### src/rtl/rhh_ram.sv
// Generic single-write, single-read synchronous RAM with registered read data.
// Depends on nothing.
module rhh_ram #(
    parameter int WIDTH = 8,
    parameter int DEPTH = 64
) (
    input  logic                     clk,
    input  logic                     we,
    input  logic [$clog2(DEPTH)-1:0] waddr,
    input  logic [WIDTH-1:0]         wdata,
    input  logic [$clog2(DEPTH)-1:0] raddr,
    output logic [WIDTH-1:0]         rdata
);

    logic [WIDTH-1:0] mem [DEPTH];

    always_ff @(posedge clk)
    begin
        if (we)
        begin
            mem[waddr] <= wdata;
        end
        rdata <= mem[raddr];
    end

endmodule

### config.mk
export PLATFORM = sky130hd
export DESIGN_NAME = rhh_ram
export DESIGN_NICKNAME = d
export VERILOG_FILES = /design/src/rtl/rhh_ram.sv
export SDC_FILE = /design/constraint.sdc
export NUM_CORES = 1
export LEC_CHECK = 0
export BUFFER_PORTS_ARGS = -buffer_cell sky130_fd_sc_hd__buf_2
export CELL_PAD_IN_SITES_DETAIL_PLACEMENT = 0
export CELL_PAD_IN_SITES_GLOBAL_PLACEMENT = 1
export CORE_UTILIZATION = 55
export DETAILED_ROUTE_END_ITERATION = 12
export PLACE_DENSITY_LB_ADDON = 0.1
export SKIP_LAST_GASP = 1
export SYNTH_ARGS = -nofsm -noshare
export SYNTH_HDL_FRONTEND = slang
export SYNTH_SLANG_ARGS = --single-unit
### constraint.sdc
create_clock -name clk -period 3.6 [get_ports clk]
set_input_delay 0.72 -clock clk [delete_from_list [all_inputs] [get_ports clk]]
set_output_delay 0.72 -clock clk [all_outputs]
set_load 0.005 [all_outputs]
* Word-level counts from Yosys, hierarchy flattened *
Memory sizes are Yosys's and may differ from the RTL's. A register that Yosys moved wholly into a read port is not among the register bits.
Index checks and enable logic that the tools add are counted.

word-level totals
  bits in registers = 0
  bits in writable memories = 512
  bits of input ports = 22
  output and inout port bits = 8
  logic and storage cells = 3
  memories kept = 1

cells by class
  muxes and demuxes = 2

memories
  memory  depth  bits a word  rd ports  clocked after Yosys merged registers in  wr ports  RTL line  source
  mem     64     8            1         1                                        1         15        logic [WIDTH-1:0] mem [DEPTH];

operator list
  operator          number
  2-to-1 mux 1 bit  2

* Longest topological paths before layout *
  depth in word-level cells = 2
  gate-level depth with buffers = 9
  mapped depth without buffers = 5

* Worst setup path after synthesis *
Ideal clock, no wire load.

  path kind = input port to flip-flop
  start point = input port raddr[1]
  end point = register rdata[3], read port of mem
  setup time = 0.128 ns
  arrival = 2.260 ns
  data required time = 3.472 ns
  setup slack = 1.212 ns
  stages = 7
  path through = buf_4 -> buf_2 -> buf_2 -> mux4_2 -> mux4_2 -> o21ai_1 -> o41ai_1

RTL lines
  item                RTL line  source
  start: declaration  11        input logic [$clog2(DEPTH)-1:0] raddr,
  end: declaration    12        output logic [WIDTH-1:0] rdata

==> metrics.yaml <==
grt:
  grt_max_degree: 65
  grt_pass1_wl_mm: 65.7
  grtUsageTotal_pct: 24.5
  grt_antenna_before_repair: 0
  grt_remaining_overflow: 0
  grt_pass1_vias: 10000
setup_path:
  startpoint_type: "input pin"
  cp_top_family: "compound AO/OA/AOI/OAI gates"
  r2r-start: "mem[0][3]"
  cp_slowest_cell: "a2111oi_0"
  worstReg2RegEnd: "rdata[3]"
  cp.arrival_ns: 3.30
  slowest_delay_ns: 1.09
  critPathBufInv: 3
  critical_path_required_ns: 4.02
  r2r_slack_ns: 1.27
  critPathMaxFanout: 28
  endpoint_kind: "flop"
  crit_chain: "clkbuf_8, buf_12, buf_4, mux4_2, a2111oi_0, o41ai_1"
  worst_r2r_path_depth: 4
  crit_type: "input pin to flop"
run_status:
  outcome: "complete, no violations"
route:
  first_iter_violations: 1090
  wl_per_cell_um: 28.7
  dr.pass1.iters: 7
  wl_mm: 44.1
  vias: 9677
  vias_per_cell: 6.30
  drc: 0
  drtAntennaViolNets: 0
clock_tree:
  h-tree-depth: 2
  root_buffer: "clkbuf_16"
  cts.path.max_buffers: 3
  cts_tree: "yes"
  cts_resized: 0
  cts.sinks: 520
  clk_latency_ns: 0.58
  numCtsBuffers: 50
  cts.reportedPaths.clkPinSlew_ns: 0.06
  ctsHoldBuffers: 0
  post-cts-setup-buffer-count: 0
sta:
  rsz0062_at_grt: "false"
  setup_tns_ns: 0
  relSlewSlack_pct: 13.6
  skew_ns: 0.0194
  fmax_mhz: 348
  post-route-period-util_pct: 79.8
  setup_violations: 0
  slew_viol_final: 0
  hold_viol_final: 0
  hold_slack_ns: 0.598
  period_needed_ns: 2.87
  worst_pin_slew_ns: 1.30
hold_path:
  hold_end: "rdata[0]"
  min_path_type: "input pin to flop"
  hp-start: "raddr[5]"
  hold_depth: 3
yosys:
  yosysMostFrequentCell: "edfxtp_1"
  ys_seq_area_share_pct: 77.0
  syn_inst: 940
  yosys_warnings: 0
  synth_area_leaders: "edfxtp_1 (76%), mux4_2 (14%), nor2_1 (1.5%)"
  yosys-top-cells-count: "edfxtp_1 (512), mux4_2 (126), nor2_1 (83)"
  yosysTopAreaCell: "edfxtp_1"
  synthesis.area_mm2: 0.0202
  synth-seq-cells: 520
  synth.distinct_cells: 40
  synth_enable_flop_cells: 512
  syn_avg_cell_area_um2: 21.5
  synthFlopType: "edfxtp_1"
  syn_nets: 962
  yosys.area.top_type_share_pct: 76.2
  synthArstFlopShare_pct: 0
finish:
  antenna_cells: 0
  fillers: 2378
  drive_gt1_share_pct: 28.7
  fin_nets: 1056
  post-route-util_pct: 63.7
  syn_to_final_growth_pct: 13.2
die:
  dieArea_mm2: 0.0374
  ios: 30
  die_w_um: 193
  core_area_mm2: 0.0358
  std_cell_rows: 69
  start_util_pct: 56.3
  die-height_um: 193
job:
  max-cap-violations: 0
power:
  p_leak_nw: 7.26
  peakVddDrop_v: 0.000446
  power_w: 0.0127
  p_per_area_mw_per_mm2: 555
place:
  gp_congestion: 0.807
  io_buffers: 29
  hpwl_mm: 27.5
==> worst register-to-register path: stages, from the launching register on <==
cell	delay, ns
edfxtp_1	0.37
mux4_2	0.45
nor2b_1	0.14
a2111oi_0	1.06
o41ai_1	0.16
==> sequential cells by signal (all words and copies together), names as in the netlist <==
register and flops:
mem 512, rdata 8
==> area by class of cell <==
type	instances	area [µm²]	share of cell area (%)
Clock buffer	61	1360	5.94
Clock inverter	33	334	1.46
Multi-Input combinational cell	369	4320	18.9
Sequential cell	520	15500	68.0
Tap cell	461	577	2.53
Timing Repair Buffer	93	714	3.13
==> worst max-delay path by stage <==
stage	start	endpoint	cells past startpoint
after floorplan	raddr[1]	rdata[3]	7
after global placement	raddr[0]	rdata[5]	6
after detailed placement	raddr[0]	rdata[3]	6
after CTS	raddr[0]	rdata[3]	6
after global routing	raddr[0]	rdata[3]	6
final	raddr[0]	rdata[3]	6
==> layer usage <==
layer	wire (µm)	up-vias	GRT usage (%)
met1	19000	5138	36.3
met3	3080	67	4.31
met4	1120	0	7.23
li1	-	4126	-
met5	0	-	0
met2	20900	346	38.0
==> logic make-up (layout without fill, tap and decap cells) <==
family / after synthesis / count (layout) / share of synthesized area [%]
buffers and inverters: 51 / 187 / 1.57
and+or+nand+nor: 153 / 153 / 3.39
AOI/OAI and AO/OA: 54 / 54 / 2.07
DFF: 520 / 520 / 77.0
muxes: 162 / 162 / 15.9
==> power breakdown <==
part	internal (W)	total, W	leakage, nW	switching, W
Combinational	0.000240	0.000620	1.76	0.000379
Sequential	0.00670	0.00672	4.67	0.0000202
Clock	0.00318	0.00533	0.826	0.00215
Total	0.0101	0.0127	7.26	0.00255
==> stage by stage <==
step           std cells  area (µm²)  worst slack, ns
4_1_cts             1537       22800            0.769
6_report            1537       22800            0.726
3_3_place_gp        1443       21100            0.201
5_1_grt             1537       22800            0.481
2_1_floorplan        940       20200             1.21
3_5_place_dp        1443       21100            0.156
==> placed cells by master (no fill, tap or decap), types with 4 or more instances in the layout <==
master / count
nor2_1: 83
nand3_1: 13
clkbuf_16: 53
nand2b_1: 7
bufinv_16: 7
nand2_1: 19
edfxtp_1: 512
buf_12: 6
mux2i_1: 23
nor2b_1: 14
nor3_1: 7
mux2_2: 13
mux4_2: 126
dfxtp_1: 8
buf_2: 26
a221oi_1: 6
a211oi_1: 4
clkinv_2: 12
o221ai_1: 8
clkbuf_1: 8
buf_4: 60
clkinv_1: 11
o22ai_1: 8
Note: power is estimated with default switching activity, not from simulation.
